==> config.mk <==
export PLATFORM = sky130hd
export DESIGN_NAME = sparse_page_slot_table_unit
export DESIGN_NICKNAME = d
export VERILOG_FILES = /design/src/rtl/core/spst_pkg.sv /design/src/rtl/core/spst_ram.sv /design/src/rtl/core/sparse_page_slot_table_unit.sv
export SDC_FILE = /design/constraint.sdc
export NUM_CORES = 2
export LEC_CHECK = 0
export BUFFER_PORTS_ARGS = -buffer_cell sky130_fd_sc_hd__clkbuf_2
export CAP_MARGIN = 20
export CORE_MARGIN = 10
export CORE_UTILIZATION = 45
export CTS_BUF_LIST = sky130_fd_sc_hd__clkbuf_4
export CTS_CLUSTER_DIAMETER = 30
export DETAILED_ROUTE_END_ITERATION = 12
export GPL_TIMING_DRIVEN = 1
export PLACE_DENSITY = 0.62
export SLEW_MARGIN = 15
export SYNTH_ARGS = -nofsm -noshare
export SYNTH_HDL_FRONTEND = slang
export SYNTH_SLANG_ARGS = --single-unit
==> constraint.sdc <==
create_clock -name clk -period 7.7 [get_ports clk]
set_input_delay 1.54 -clock clk [delete_from_list [all_inputs] [get_ports clk]]
set_output_delay 1.54 -clock clk [all_outputs]
set_load 0.03 [all_outputs]
==> src/rtl/core/spst_pkg.sv <==
// shared constants and types for the sparse page slot table
// no dependencies

package spst_pkg;

  localparam int MAX_SLOTS_DEF = 64;

  localparam int SLOT_COUNT_W = 7;
  localparam int TILE_W       = 11;
  localparam int IMAGE_W      = 15;
  localparam int PAGE_W       = 16;
  localparam int SLOT_W       = 7;
  localparam int CFG_IDX_W    = 3;
  localparam int CFG_DATA_W   = 15;
  localparam int PROD_W       = 27;

  localparam logic [SLOT_COUNT_W-1:0] SLOT_COUNT_RST   = 7'd64;
  localparam logic [TILE_W-1:0]       TILE_WIDTH_RST   = 11'd128;
  localparam logic [TILE_W-1:0]       TILE_HEIGHT_RST  = 11'd128;
  localparam logic [IMAGE_W-1:0]      IMAGE_WIDTH_RST  = 15'd4096;
  localparam logic [IMAGE_W-1:0]      IMAGE_HEIGHT_RST = 15'd4096;

  localparam logic [SLOT_W-1:0] SLOT_NONE = 7'h7f;
  localparam logic [PAGE_W-1:0] PAGE_NONE = 16'hffff;

  typedef enum logic [CFG_IDX_W-1:0] {
    REG_SLOT_COUNT   = 3'd0,
    REG_TILE_WIDTH   = 3'd1,
    REG_TILE_HEIGHT  = 3'd2,
    REG_IMAGE_WIDTH  = 3'd3,
    REG_IMAGE_HEIGHT = 3'd4
  } cfg_reg_t;

  typedef enum logic [2:0] {
    ST_NEW       = 3'd0,
    ST_HIT       = 3'd1,
    ST_RANGE     = 3'd2,
    ST_FULL      = 3'd3,
    ST_FREED     = 3'd4,
    ST_BADUNBIND = 3'd5
  } status_t;

endpackage

==> src/rtl/core/spst_ram.sv <==
// generic single write port, single read port ram with registered read
// no dependencies

module spst_ram #(
  parameter int WIDTH = 33,
  parameter int DEPTH = 64
) (
  input  logic                                     clk,
  input  logic                                     we,
  input  logic [((DEPTH > 1) ? $clog2(DEPTH) : 1)-1:0] waddr,
  input  logic [WIDTH-1:0]                         wdata,
  input  logic [((DEPTH > 1) ? $clog2(DEPTH) : 1)-1:0] raddr,
  output logic [WIDTH-1:0]                         rdata
);

  logic [WIDTH-1:0] mem [DEPTH];

  always_ff @(posedge clk) begin
    if (we) begin
      mem[waddr] <= wdata;
    end
    rdata <= mem[raddr];
  end

endmodule

==> src/rtl/core/sparse_page_slot_table_unit.sv <==
// sparse page slot table: bind and unbind of virtual pages to physical slots
// depends on spst_pkg and spst_ram
// bind: a negative page is rejected from idle, a page past the image edge after the edge tests;
//   otherwise the n active slots are scanned, using one shared multiplier over four products and one ram read per slot
// unbind: an out of range slot is rejected from idle, else the slot word is read and checked; one transaction at a time
// reset: synchronous; a clearing pass over all MAX_SLOTS slots keeps busy high, config writes taken

module sparse_page_slot_table_unit #(
  parameter int MAX_SLOTS = spst_pkg::MAX_SLOTS_DEF
) (
  input  logic                                  clk,
  input  logic                                  rst,
  input  logic                                  start,
  output logic                                  busy,
  input  logic                                  kind,
  input  logic signed [spst_pkg::PAGE_W-1:0]    page_col,
  input  logic signed [spst_pkg::PAGE_W-1:0]    page_row,
  input  logic signed [spst_pkg::SLOT_W-1:0]    wanted_slot,
  input  logic signed [spst_pkg::SLOT_W-1:0]    target_slot,
  output logic                                  done,
  output logic [2:0]                            status,
  output logic signed [spst_pkg::SLOT_W-1:0]    slot_index,
  output logic [spst_pkg::IMAGE_W-1:0]          pixel_x,
  output logic [spst_pkg::IMAGE_W-1:0]          pixel_y,
  input  logic                                  cfg_we,
  input  logic [spst_pkg::CFG_IDX_W-1:0]        cfg_index,
  input  logic [spst_pkg::CFG_DATA_W-1:0]       cfg_data
);

  localparam int AW    = (MAX_SLOTS > 1) ? $clog2(MAX_SLOTS) : 1;
  localparam int NW    = $clog2(MAX_SLOTS + 1);
  localparam int PW    = spst_pkg::PAGE_W;
  localparam int WORDW = 2 * PW + 1;

  typedef enum logic [7:0] {
    S_CLEAR  = 8'b0000_0001,
    S_IDLE   = 8'b0000_0010,
    S_MUL    = 8'b0000_0100,
    S_SCAN   = 8'b0000_1000,
    S_TAIL   = 8'b0001_0000,
    S_DECIDE = 8'b0010_0000,
    S_UREAD  = 8'b0100_0000,
    S_UCHK   = 8'b1000_0000
  } state_t;

  state_t state;

  logic [spst_pkg::SLOT_COUNT_W-1:0] slot_count;
  logic [spst_pkg::TILE_W-1:0]       tile_width;
  logic [spst_pkg::TILE_W-1:0]       tile_height;
  logic [spst_pkg::IMAGE_W-1:0]      image_width;
  logic [spst_pkg::IMAGE_W-1:0]      image_height;

  logic [AW-1:0]   clr;
  logic [NW-1:0]   n;
  logic [NW-1:0]   n_eff;
  logic [NW-1:0]   i;
  logic            sv;
  logic [NW-1:0]   si;
  logic [PW-1:0]   col;
  logic [PW-1:0]   row;
  logic [5:0]      want;
  logic            want_ok;
  logic [5:0]      tgt;
  logic            hit_found;
  logic [NW-1:0]   hit_idx;
  logic            free_found;
  logic [NW-1:0]   free_idx;
  logic            want_free;
  logic [2:0]      ms;
  logic [spst_pkg::PROD_W-1:0] prod;
  logic [spst_pkg::IMAGE_W-1:0] px;
  logic [spst_pkg::IMAGE_W-1:0] py;

  logic [15:0]                 mul_a;
  logic [spst_pkg::TILE_W-1:0] mul_b;
  logic [spst_pkg::PROD_W-1:0] mul_out;

  logic             ram_we;
  logic [AW-1:0]    ram_waddr;
  logic [WORDW-1:0] ram_wdata;
  logic [AW-1:0]    ram_raddr;
  logic [WORDW-1:0] ram_rdata;

  logic             sel_ok;
  logic [NW-1:0]    sel_slot;
  logic [31:0]      sc32;

  spst_ram #(
    .WIDTH(WORDW),
    .DEPTH(MAX_SLOTS)
  ) u_ram (
    .clk  (clk),
    .we   (ram_we),
    .waddr(ram_waddr),
    .wdata(ram_wdata),
    .raddr(ram_raddr),
    .rdata(ram_rdata)
  );

  assign busy = (state != S_IDLE);

  // active slot count, clamped to 1..MAX_SLOTS
  always_comb begin
    sc32 = 32'(slot_count);
    if (sc32 == 32'd0) begin
      n_eff = NW'(1);
    end else if (sc32 > 32'(MAX_SLOTS)) begin
      n_eff = NW'(MAX_SLOTS);
    end else begin
      n_eff = NW'(sc32);
    end
  end

  // shared multiplier: edge tests first, then pixel offsets
  always_comb begin
    case (ms)
      3'd0: begin
        mul_a = {1'b0, col[14:0]} + 16'd1;
        mul_b = tile_width;
      end
      3'd1: begin
        mul_a = {1'b0, row[14:0]} + 16'd1;
        mul_b = tile_height;
      end
      3'd2: begin
        mul_a = {1'b0, col[14:0]};
        mul_b = tile_width;
      end
      default: begin
        mul_a = {1'b0, row[14:0]};
        mul_b = tile_height;
      end
    endcase
    mul_out = {11'd0, mul_a} * {16'd0, mul_b};
  end

  always_comb begin
    sel_ok   = 1'b1;
    sel_slot = free_idx;
    if (want_ok && want_free) begin
      sel_slot = NW'(want);
    end else if (!free_found) begin
      sel_ok = 1'b0;
    end
  end

  always_comb begin
    ram_we    = 1'b0;
    ram_waddr = '0;
    ram_wdata = '0;
    ram_raddr = '0;
    case (state)
      S_CLEAR: begin
        ram_we    = 1'b1;
        ram_waddr = clr;
      end
      S_SCAN: begin
        ram_raddr = AW'(i);
      end
      S_DECIDE: begin
        if (!hit_found && sel_ok) begin
          ram_we    = 1'b1;
          ram_waddr = AW'(sel_slot);
          ram_wdata = {1'b1, col, row};
        end
      end
      S_UREAD: begin
        ram_raddr = AW'(tgt);
      end
      S_UCHK: begin
        ram_waddr = AW'(tgt);
        ram_wdata = {1'b0, spst_pkg::PAGE_NONE, spst_pkg::PAGE_NONE};
        ram_we    = ram_rdata[WORDW-1];
      end
      default: begin
      end
    endcase
  end

  // configuration registers
  always_ff @(posedge clk) begin
    if (rst) begin
      slot_count   <= spst_pkg::SLOT_COUNT_RST;
      tile_width   <= spst_pkg::TILE_WIDTH_RST;
      tile_height  <= spst_pkg::TILE_HEIGHT_RST;
      image_width  <= spst_pkg::IMAGE_WIDTH_RST;
      image_height <= spst_pkg::IMAGE_HEIGHT_RST;
    end else if (cfg_we) begin
      case (cfg_index)
        spst_pkg::REG_SLOT_COUNT:   slot_count   <= cfg_data[spst_pkg::SLOT_COUNT_W-1:0];
        spst_pkg::REG_TILE_WIDTH:   tile_width   <= cfg_data[spst_pkg::TILE_W-1:0];
        spst_pkg::REG_TILE_HEIGHT:  tile_height  <= cfg_data[spst_pkg::TILE_W-1:0];
        spst_pkg::REG_IMAGE_WIDTH:  image_width  <= cfg_data;
        spst_pkg::REG_IMAGE_HEIGHT: image_height <= cfg_data;
        default: begin
        end
      endcase
    end
  end

  // scan results, one ram word per cycle
  always_ff @(posedge clk) begin
    if (sv) begin
      if (ram_rdata[WORDW-1] && ram_rdata[2*PW-1:PW] == col && ram_rdata[PW-1:0] == row
          && !hit_found) begin
        hit_found <= 1'b1;
        hit_idx   <= si;
      end
      if (!ram_rdata[WORDW-1] && !free_found) begin
        free_found <= 1'b1;
        free_idx   <= si;
      end
      if (want_ok && 32'(si) == 32'(want)) begin
        want_free <= !ram_rdata[WORDW-1];
      end
    end
    if (state == S_IDLE && start) begin
      hit_found  <= 1'b0;
      free_found <= 1'b0;
      want_free  <= 1'b0;
      free_idx   <= '0;
      hit_idx    <= '0;
    end
  end

  // sequencer
  always_ff @(posedge clk) begin
    if (rst) begin
      state <= S_CLEAR;
      clr   <= '0;
      done  <= 1'b0;
      sv    <= 1'b0;
    end else begin
      done <= 1'b0;
      sv   <= 1'b0;
      case (state)
        S_CLEAR: begin
          clr <= clr + AW'(1);
          if (clr == AW'(MAX_SLOTS - 1)) begin
            state <= S_IDLE;
          end
        end
        S_IDLE: begin
          if (start) begin
            col     <= page_col;
            row     <= page_row;
            want    <= wanted_slot[5:0];
            want_ok <= !wanted_slot[6] && (32'(wanted_slot[5:0]) < 32'(n_eff));
            tgt     <= target_slot[5:0];
            n       <= n_eff;
            i       <= '0;
            ms      <= 3'd0;
            if (kind) begin
              if (!target_slot[6] && (32'(target_slot[5:0]) < 32'(n_eff))) begin
                state <= S_UREAD;
              end else begin
                done       <= 1'b1;
                status     <= spst_pkg::ST_BADUNBIND;
                slot_index <= spst_pkg::SLOT_NONE;
                pixel_x    <= '0;
                pixel_y    <= '0;
              end
            end else if (page_col[PW-1] || page_row[PW-1]) begin
              done       <= 1'b1;
              status     <= spst_pkg::ST_RANGE;
              slot_index <= spst_pkg::SLOT_NONE;
              pixel_x    <= '0;
              pixel_y    <= '0;
            end else begin
              state <= S_MUL;
            end
          end
        end
        S_MUL: begin
          prod <= mul_out;
          ms   <= ms + 3'd1;
          if ((ms == 3'd1 && prod > 27'(image_width)) ||
              (ms == 3'd2 && prod > 27'(image_height))) begin
            done       <= 1'b1;
            status     <= spst_pkg::ST_RANGE;
            slot_index <= spst_pkg::SLOT_NONE;
            pixel_x    <= '0;
            pixel_y    <= '0;
            state      <= S_IDLE;
          end else if (ms == 3'd3) begin
            px <= prod[spst_pkg::IMAGE_W-1:0];
          end else if (ms == 3'd4) begin
            py    <= prod[spst_pkg::IMAGE_W-1:0];
            state <= S_SCAN;
          end
        end
        S_SCAN: begin
          sv <= 1'b1;
          si <= i;
          i  <= i + NW'(1);
          if (i == n - NW'(1)) begin
            state <= S_TAIL;
          end
        end
        S_TAIL: begin
          state <= S_DECIDE;
        end
        S_DECIDE: begin
          done  <= 1'b1;
          state <= S_IDLE;
          if (hit_found) begin
            status     <= spst_pkg::ST_HIT;
            slot_index <= 7'(hit_idx);
            pixel_x    <= px;
            pixel_y    <= py;
          end else if (sel_ok) begin
            status     <= spst_pkg::ST_NEW;
            slot_index <= 7'(sel_slot);
            pixel_x    <= px;
            pixel_y    <= py;
          end else begin
            status     <= spst_pkg::ST_FULL;
            slot_index <= spst_pkg::SLOT_NONE;
            pixel_x    <= '0;
            pixel_y    <= '0;
          end
        end
        S_UREAD: begin
          state <= S_UCHK;
        end
        S_UCHK: begin
          done    <= 1'b1;
          state   <= S_IDLE;
          pixel_x <= '0;
          pixel_y <= '0;
          if (ram_rdata[WORDW-1]) begin
            status     <= spst_pkg::ST_FREED;
            slot_index <= {1'b0, tgt};
          end else begin
            status     <= spst_pkg::ST_BADUNBIND;
            slot_index <= spst_pkg::SLOT_NONE;
          end
        end
        default: begin
          state <= S_IDLE;
        end
      endcase
    end
  end

`ifndef SYNTH
  a_accept_progress: assert property (@(posedge clk) disable iff (rst)
    (start && !busy) |=> (busy || done))
    else $error("accepted transaction neither in progress nor finished");

  a_fail_no_slot: assert property (@(posedge clk) disable iff (rst)
    (done && (status == spst_pkg::ST_RANGE || status == spst_pkg::ST_FULL ||
              status == spst_pkg::ST_BADUNBIND)) |-> (slot_index == spst_pkg::SLOT_NONE))
    else $error("failed transaction reports a slot");

  a_fail_no_pixels: assert property (@(posedge clk) disable iff (rst)
    (done && status != spst_pkg::ST_NEW && status != spst_pkg::ST_HIT)
      |-> (pixel_x == '0 && pixel_y == '0))
    else $error("pixel offset on a transaction without a bound page");

  a_ok_slot_valid: assert property (@(posedge clk) disable iff (rst)
    (done && (status == spst_pkg::ST_NEW || status == spst_pkg::ST_HIT ||
              status == spst_pkg::ST_FREED)) |-> !slot_index[spst_pkg::SLOT_W-1])
    else $error("successful transaction without a slot");
`endif

endmodule

Word-level counts from Yosys, hierarchy flattened
Memories as Yosys holds them, arrays and structs flattened. A register that Yosys moved wholly into a read port is not among the register bits.
Cells that the tools add are included.
Word-level totals
  input bits: 69
  RAM bits: 2112
  output and inout port bits: 42
  logic and storage cells: 188
  memories: 1
  bits in registers: 258
Memory list
  u_ram.mem: words 64, width 33, read ports 1, clocked after Yosys merged registers in 1, wr ports 1, line spst_ram.sv:16  | logic [WIDTH-1:0] mem [DEPTH];
Cells by class
  add/sub/neg operators: 6
  bitwise operators: 3
  order comparisons: 5
  muxes and demuxes: 66
  multipliers: 1
  equality and inequality tests: 32
  reductions and logical operators: 44
Operators by type and width (count)
  two-way mux 15 bit: 9
  one-hot mux 15 bit (4 select lines): 2
  two-way mux 7 bit: 12
  two-way mux 8 bit: 9
  one-hot mux 33 bit (2 select lines): 1
  > comparator 27 x 15 -> 1 bit: 2
  one-hot mux 16 bit (3 select lines): 1
  one-hot mux 8 bit (6 select lines): 1
  two-way mux 33 bit: 1
  adder 15 x 1 -> 16 bit, second input constant: 2
  == test 16 bit: 2
  one-hot mux 7 bit (4 select lines): 1
  multiplier 16 x 11 -> 27 bit: 1
  AND reduction 2 bit: 10
  two-way mux 3 bit: 6
  one-hot mux 6 bit (3 select lines): 1
  less-than comparator 6 x 7 -> 1 bit: 2
  one-hot mux 7 bit (2 select lines): 1
  == test 3 x 2 -> 1 bit, second input constant: 4
  logical AND 1 bit: 12
  two-way mux 1 bit: 12
  != test 3 bit, second input constant: 4
  one-hot mux 3 bit (4 select lines): 1
  one-hot mux 6 bit (2 select lines): 1
  39 further kinds: 59

Longest topological paths before layout
  depth in word-level cells: 9
  gate-level depth with buffers: 33
  gate-level depth less buffers: 29

Cells and area by module
From an unflattened synthesis, not the netlist that was laid out.
Unflattened totals
  cells, all modules: 5491
  area, all modules: 99207.6 µm²
By module, submodules not included
  spst_ram: cells each 3610, sequential area each 64081.5 µm², area an instance 81094.0 µm², instances 1
  sparse_page_slot_table_unit: cells each 1881, sequential area each 6826.5 µm², area an instance 18113.6 µm², instances 1

Worst setup path after synthesis
Ideal clock, no wire load.
  path type: reg-to-reg
  start: register ms[1]
  end: register prod[25] (netlist name) (data pin)
  path buffers: 3
  stages on the path, launching flop included: 33
  setup slack: -0.022 ns
  required time: 7.437 ns
  arrival: 7.459 ns
  library setup time: 0.263 ns
  clock period less this slack: 7.722 ns
  cell sequence: edfxtp_1 -> inv_1 -> ha_1 -> nor2b_1 -> buf_2 -> buf_1 -> nand2_1 -> nand2_1 -> ha_1 -> nand2b_1 -> nor4_1 -> xnor2_1 -> o22ai_1 -> a221oi_1 -> clkbuf_1 -> or2_2 -> fa_1 -> fa_1 -> inv_1 -> fa_1 -> fa_1 -> inv_1 -> fa_1 -> inv_1 -> ha_1 -> a21o_1 -> a21o_1 -> a2111oi_0 -> nor3_1 -> a22o_1 -> a311o_1 -> a311oi_1 -> xnor2_1
Between the ends
  cells in the longest elaborated chain, start to end: 4
  elaborated cells between the ends (all ways): 7
  those cells by class: mul (1); eq/ne (2); mux (2); reduce/logical (2)
RTL lines
  start: declaration: line sparse_page_slot_table_unit.sv:70  | logic [2:0] ms;
  start signal: assignment: line sparse_page_slot_table_unit.sv:277  | ms <= ms + 3'd1;
  == test 3 x 2 -> 1 bit or logical NOT 3 bit (tied branches): line sparse_page_slot_table_unit.sv:117  | case (ms)
  OR reduction 2 bit (no line)
  two-way mux 11 bit: line sparse_page_slot_table_unit.sv:117
  multiplier 16 x 11 -> 27 bit *: line sparse_page_slot_table_unit.sv:135  | mul_out = {11'd0, mul_a} * {16'd0, mul_b};
  via mul_out, one bit: line sparse_page_slot_table_unit.sv:77  | logic [spst_pkg::PROD_W-1:0] mul_out;
  end signal: assignment: line sparse_page_slot_table_unit.sv:276  | prod <= mul_out;
  end: declaration: line sparse_page_slot_table_unit.sv:71  | logic [spst_pkg::PROD_W-1:0] prod;
Mark *: on every way through the listed nets, which the timed path passes. The rest lies on a longest branch.
A chain may end at the register's enable or synchronous reset.

Final worst setup path
Same ends and word-level chain as after synthesis.

==> metrics list <==
- The worst setup path is of the flip-flop to flip-flop kind.
- Number of H-tree levels: 6
- Power share of the clock group: 0.416
- Clock Sink Count: 2403
- Type of element launching the critical path: flip-flop
- The share of synthesized area in the top cell type comes to 0.678.
* Netlist cell types: 85
- Combinational cell fraction of total power: 0.036
- Overall power consumption after layout is estimated at 26.5 mW.
- Dividing the synthesized area by the synthesized cell count gives 14.4 µm².
* Overall die height: 493 µm
* Number of max-cap violations: 0
* Data arrival, critical path: 8670 ps
- Dividing total power by cell area gives a power density of 232 nW/µm².
- Of all nets on the critical path, the largest fanout is 6.
- The internal power of the cells totals 20.6 mW.
* Source of the worst hold timing path: wanted_slot[3]
- The total overflow left after global routing is 0.
- Clock-pin slew was measured on the worst setup and hold paths at 70 ps.
- The first global-routing pass estimated 429 mm of wire.
- Net Count, Synth: 7332
- For the final database, setup skew stands at 196 ps.
- Slew at the pin with the worst max-slew slack: 1230 ps
- Number of warning messages in the yosys log: 0
- Floorplan die area: 243000 µm²
- For this block, the routed nets add up to 297 mm of wire.
* Sequential share of power: 0.548
- Counting cells, the worst reg-to-reg path comes to 30.
* Clock root buffer: clkbuf_4
- After detailed routing, the met3 layer carries 30.8 mm of wire.
* Async set-or-reset flop fraction in the synthesized netlist: 0
- The number of hold buffers added after CTS was 0.
- After technology mapping, the gate count stands at 7024.
- Relative to the synthesized area, the layout overhead comes to 13.5%.
- Cell area reported after detailed placement: 106000 µm²
- Maximum clock path buffer count: 4
- Worst Setup SP: ms[1]
* Core Util, Final: 0.514
* Cell taking the most area after synthesis: edfxtp_1
- Sequential-to-total area share from yosys stat: 0.703
- Setup Viol. Count Final: 0
* Placer congestion estimate: 0.879
- Measured against its own limit, the worst slew margin works out to 0.179.
- Total met2 wirelength after detailed routing: 138 mm
- In this run the tool buffered the top-level ports with 110 buffer cells.
- Ports placed on the boundary: 111
- After routing, the total negative slack on setup checks comes to 0 ps.
* Routed vias: 64800
* Number of antenna violations at the first check in global routing: 17
* Synth top cells by count: edfxtp_1 (2278), nand2_1 (1448), nand3_1 (373)
- Most used flip-flop cell after synthesis: edfxtp_1
* Vias in the first global route: 64100
- Most common cell in the netlist: edfxtp_1
* Net total in the final layout: 7978
- Top metal layer carrying routed signals: met5
- Subtracting the final worst setup slack from the clock period gives 7520 ps.
* Max Fclk: 0.133 GHz
- Data required, critical path: 8850 ps
- Insertion delay to the later sink of the worst-skew pair: 1510 ps
- Core area: 223000 µm²
- The flow ran to the end, and the final reports show no timing, DRC or antenna violations.
- Die X-Extent: 493 µm
- Worst VDD drop: 0.190 mV
- After detailed routing, the number of remaining DRC violations is 0.
- Detailed Routing Iterations Pass 1: 6
* Flip-flop and latch count after synthesis: 2403
- Hold violation count in the final report: 0
- Yosys attributes the largest share of cell area to edfxtp_1 (68%), nand2_1 (5.4%), mux4_2 (4.3%).
- Starting DRT DRC Count: 7244
- Number of buffers created by CTS: 642
- Worst min path class: primary input to flip-flop
* Layout cell share with drive strength beyond 1: 0.217
- The cell area that synthesis handed to floorplanning was 101000 µm².
- Slack of the critical path: 180 ps
- The worst setup path is captured at a flip-flop.
- The total count of max-transition violations in the final report came to 0.
* Critical register-to-register path startpoint: ms[1]
- After detailed routing, the wire length on met1 is 117 mm.
- Final critical-path share of the clock period: 0.977
- Summed over all cells, the static leakage comes to 41.1 nW.
* Switching share of power: 0.224
- Number of synthesized flops with an enable pin: 2278
- Vias per std cell: 5.83
- Counting instances, the worst hold path has a depth of 1.
* CTS tree: done
- Delay contributed by the slowest stage of the critical path: 550 ps
- Setup repair after global routing missed its margin: yes
* Setup WS pre-CTS: -182 ps
- The initial utilization of the core area, before any placement, comes to 0.453.
* Slowest cell on the critical path: fa_1
- The analysis attributes to net switching a power of 5.95 mW.
* Wire length per cell after detailed routing: 26.7 µm
- The finished cells cover 114000 µm².
* Pin count of the biggest net entering global routing: 134
- Hpwl dp: 172 mm
* GRT Total Usage: 0.237
- Number of placement rows: 173
- Once detail routing completed, the nets flagged for antenna violations numbered 0.
- Top cell by count, worst path: fa_1
-- placed cells by master, fill, tap and decap left out, drive strengths merged, types with 22 or more instances in the layout --
cell type	count
a32oi	24
o22ai	35
clkbuf	1039
a311oi	64
nor2b	28
o21ai	111
nand3	373
mux2i	129
a21oi	258
inv	225
a31oi	66
ha	114
edfxtp	2278
a2111oi	23
a221oi	33
mux4	193
and2	42
o221ai	24
buf	274
nor4	31
nand2b	36
nand2	1450
and3	120
a22oi	100
nor3	48
xor2	31
a32o	22
dfxtp	125
diode	25
nor2	264
a21o	24
clkinv	137
fa	125
a211oi	30
xnor2	48
-- area by class of cell --
type	instances	area, µm²
tap	2975	3720
clock inverter	164	933
antenna	25	62.6
sequential	2403	70900
timing repair buffer	384	2820
inverter	212	796
fill	18900	108000
clock buffer	929	6970
multi-input combinational	4027	28200
-- through the flow --
| stage | hold WS, ps | instances |
|---|---|---|
| final | 229 | 11100 |
| after global routing | 100 | 11100 |
| after CTS | 85.9 | 11100 |
| after detailed placement | 447 | 9996 |
| after global placement | 443 | 9994 |
| after floorplan | 424 | 7024 |
-- routing by layer --
metal / up-vias / track usage
li1: 28000 / -
met4: 8 / 0.0855
met2: 3509 / 0.377
met3: 581 / 0.0588
met5: - / 0
met1: 32700 / 0.318
-- kinds of logic (layout without fill, tap and decap cells) --
kind of cell,count (synthesis),after routing,share of synthesized area
AND/OR/NAND/NOR,2479,2479,0.107
flip-flops,2403,2403,0.703
AO/OA/AOI/OAI,899,899,0.0610
buffers and inverters,594,1689,0.0254
multiplexers,331,331,0.0570
adder cells (fa/ha/maj),239,239,0.0390
XOR/XNOR,79,79,0.00686
other,0,25,0
-- final timing paths --
check | to | slack [ps]
hold / removal | want[3] | 230
hold reg to reg | pixel_x[6] | 430
setup reg to reg | prod[25] | 180
setup / recovery | prod[25] | 180
-- registers in the layout, indices dropped and copies added (netlist names), 7 cells and up --
| signal | flops |
|---|---|
| col | 16 |
| free_idx | 7 |
| hit_idx | 7 |
| i | 7 |
| image_height | 15 |
| image_width | 15 |
| n | 7 |
| pixel_x | 15 |
| pixel_y | 15 |
| prod | 27 |
| px | 15 |
| py | 15 |
| row | 16 |
| si | 7 |
| slot_count | 7 |
| slot_index | 7 |
| state | 8 |
| tile_height | 11 |
| tile_width | 11 |
| u_ram.mem | 2112 |
| u_ram.rdata | 33 |
-- critical path: cells and delay by family (launching register included) --
| family | cells | cell delay (ps) |
|---|---|---|
| adder cells (fa/ha/maj) | 8 | 2980 |
| AND/OR/NAND/NOR | 6 | 1290 |
| AO/OA/AOI/OAI | 7 | 1620 |
| buffers and inverters | 8 | 860 |
| flip-flops | 1 | 400 |
| XOR/XNOR | 1 | 90 |
-- power by group through the flow --
stage	Sequential [mW]	Combinational [mW]	Clock, mW
2_1_floorplan	14.7	0.570	0
4_1_cts	14.5	0.937	11.2
6_report	14.5	0.950	11.0
5_1_grt	14.5	1.03	12.0
3_3_place_gp	14.8	0.927	0
3_5_place_dp	14.8	0.931	0
-- repair_timing --
item / CTS / global route
gates resized for setup: 6 / 32
pin swaps: 1 / 7
endpoints found under the setup margin: 2 / 13
buffers inserted: 0 / 3
No activity file was read; power rests on OpenSTA's default activity.
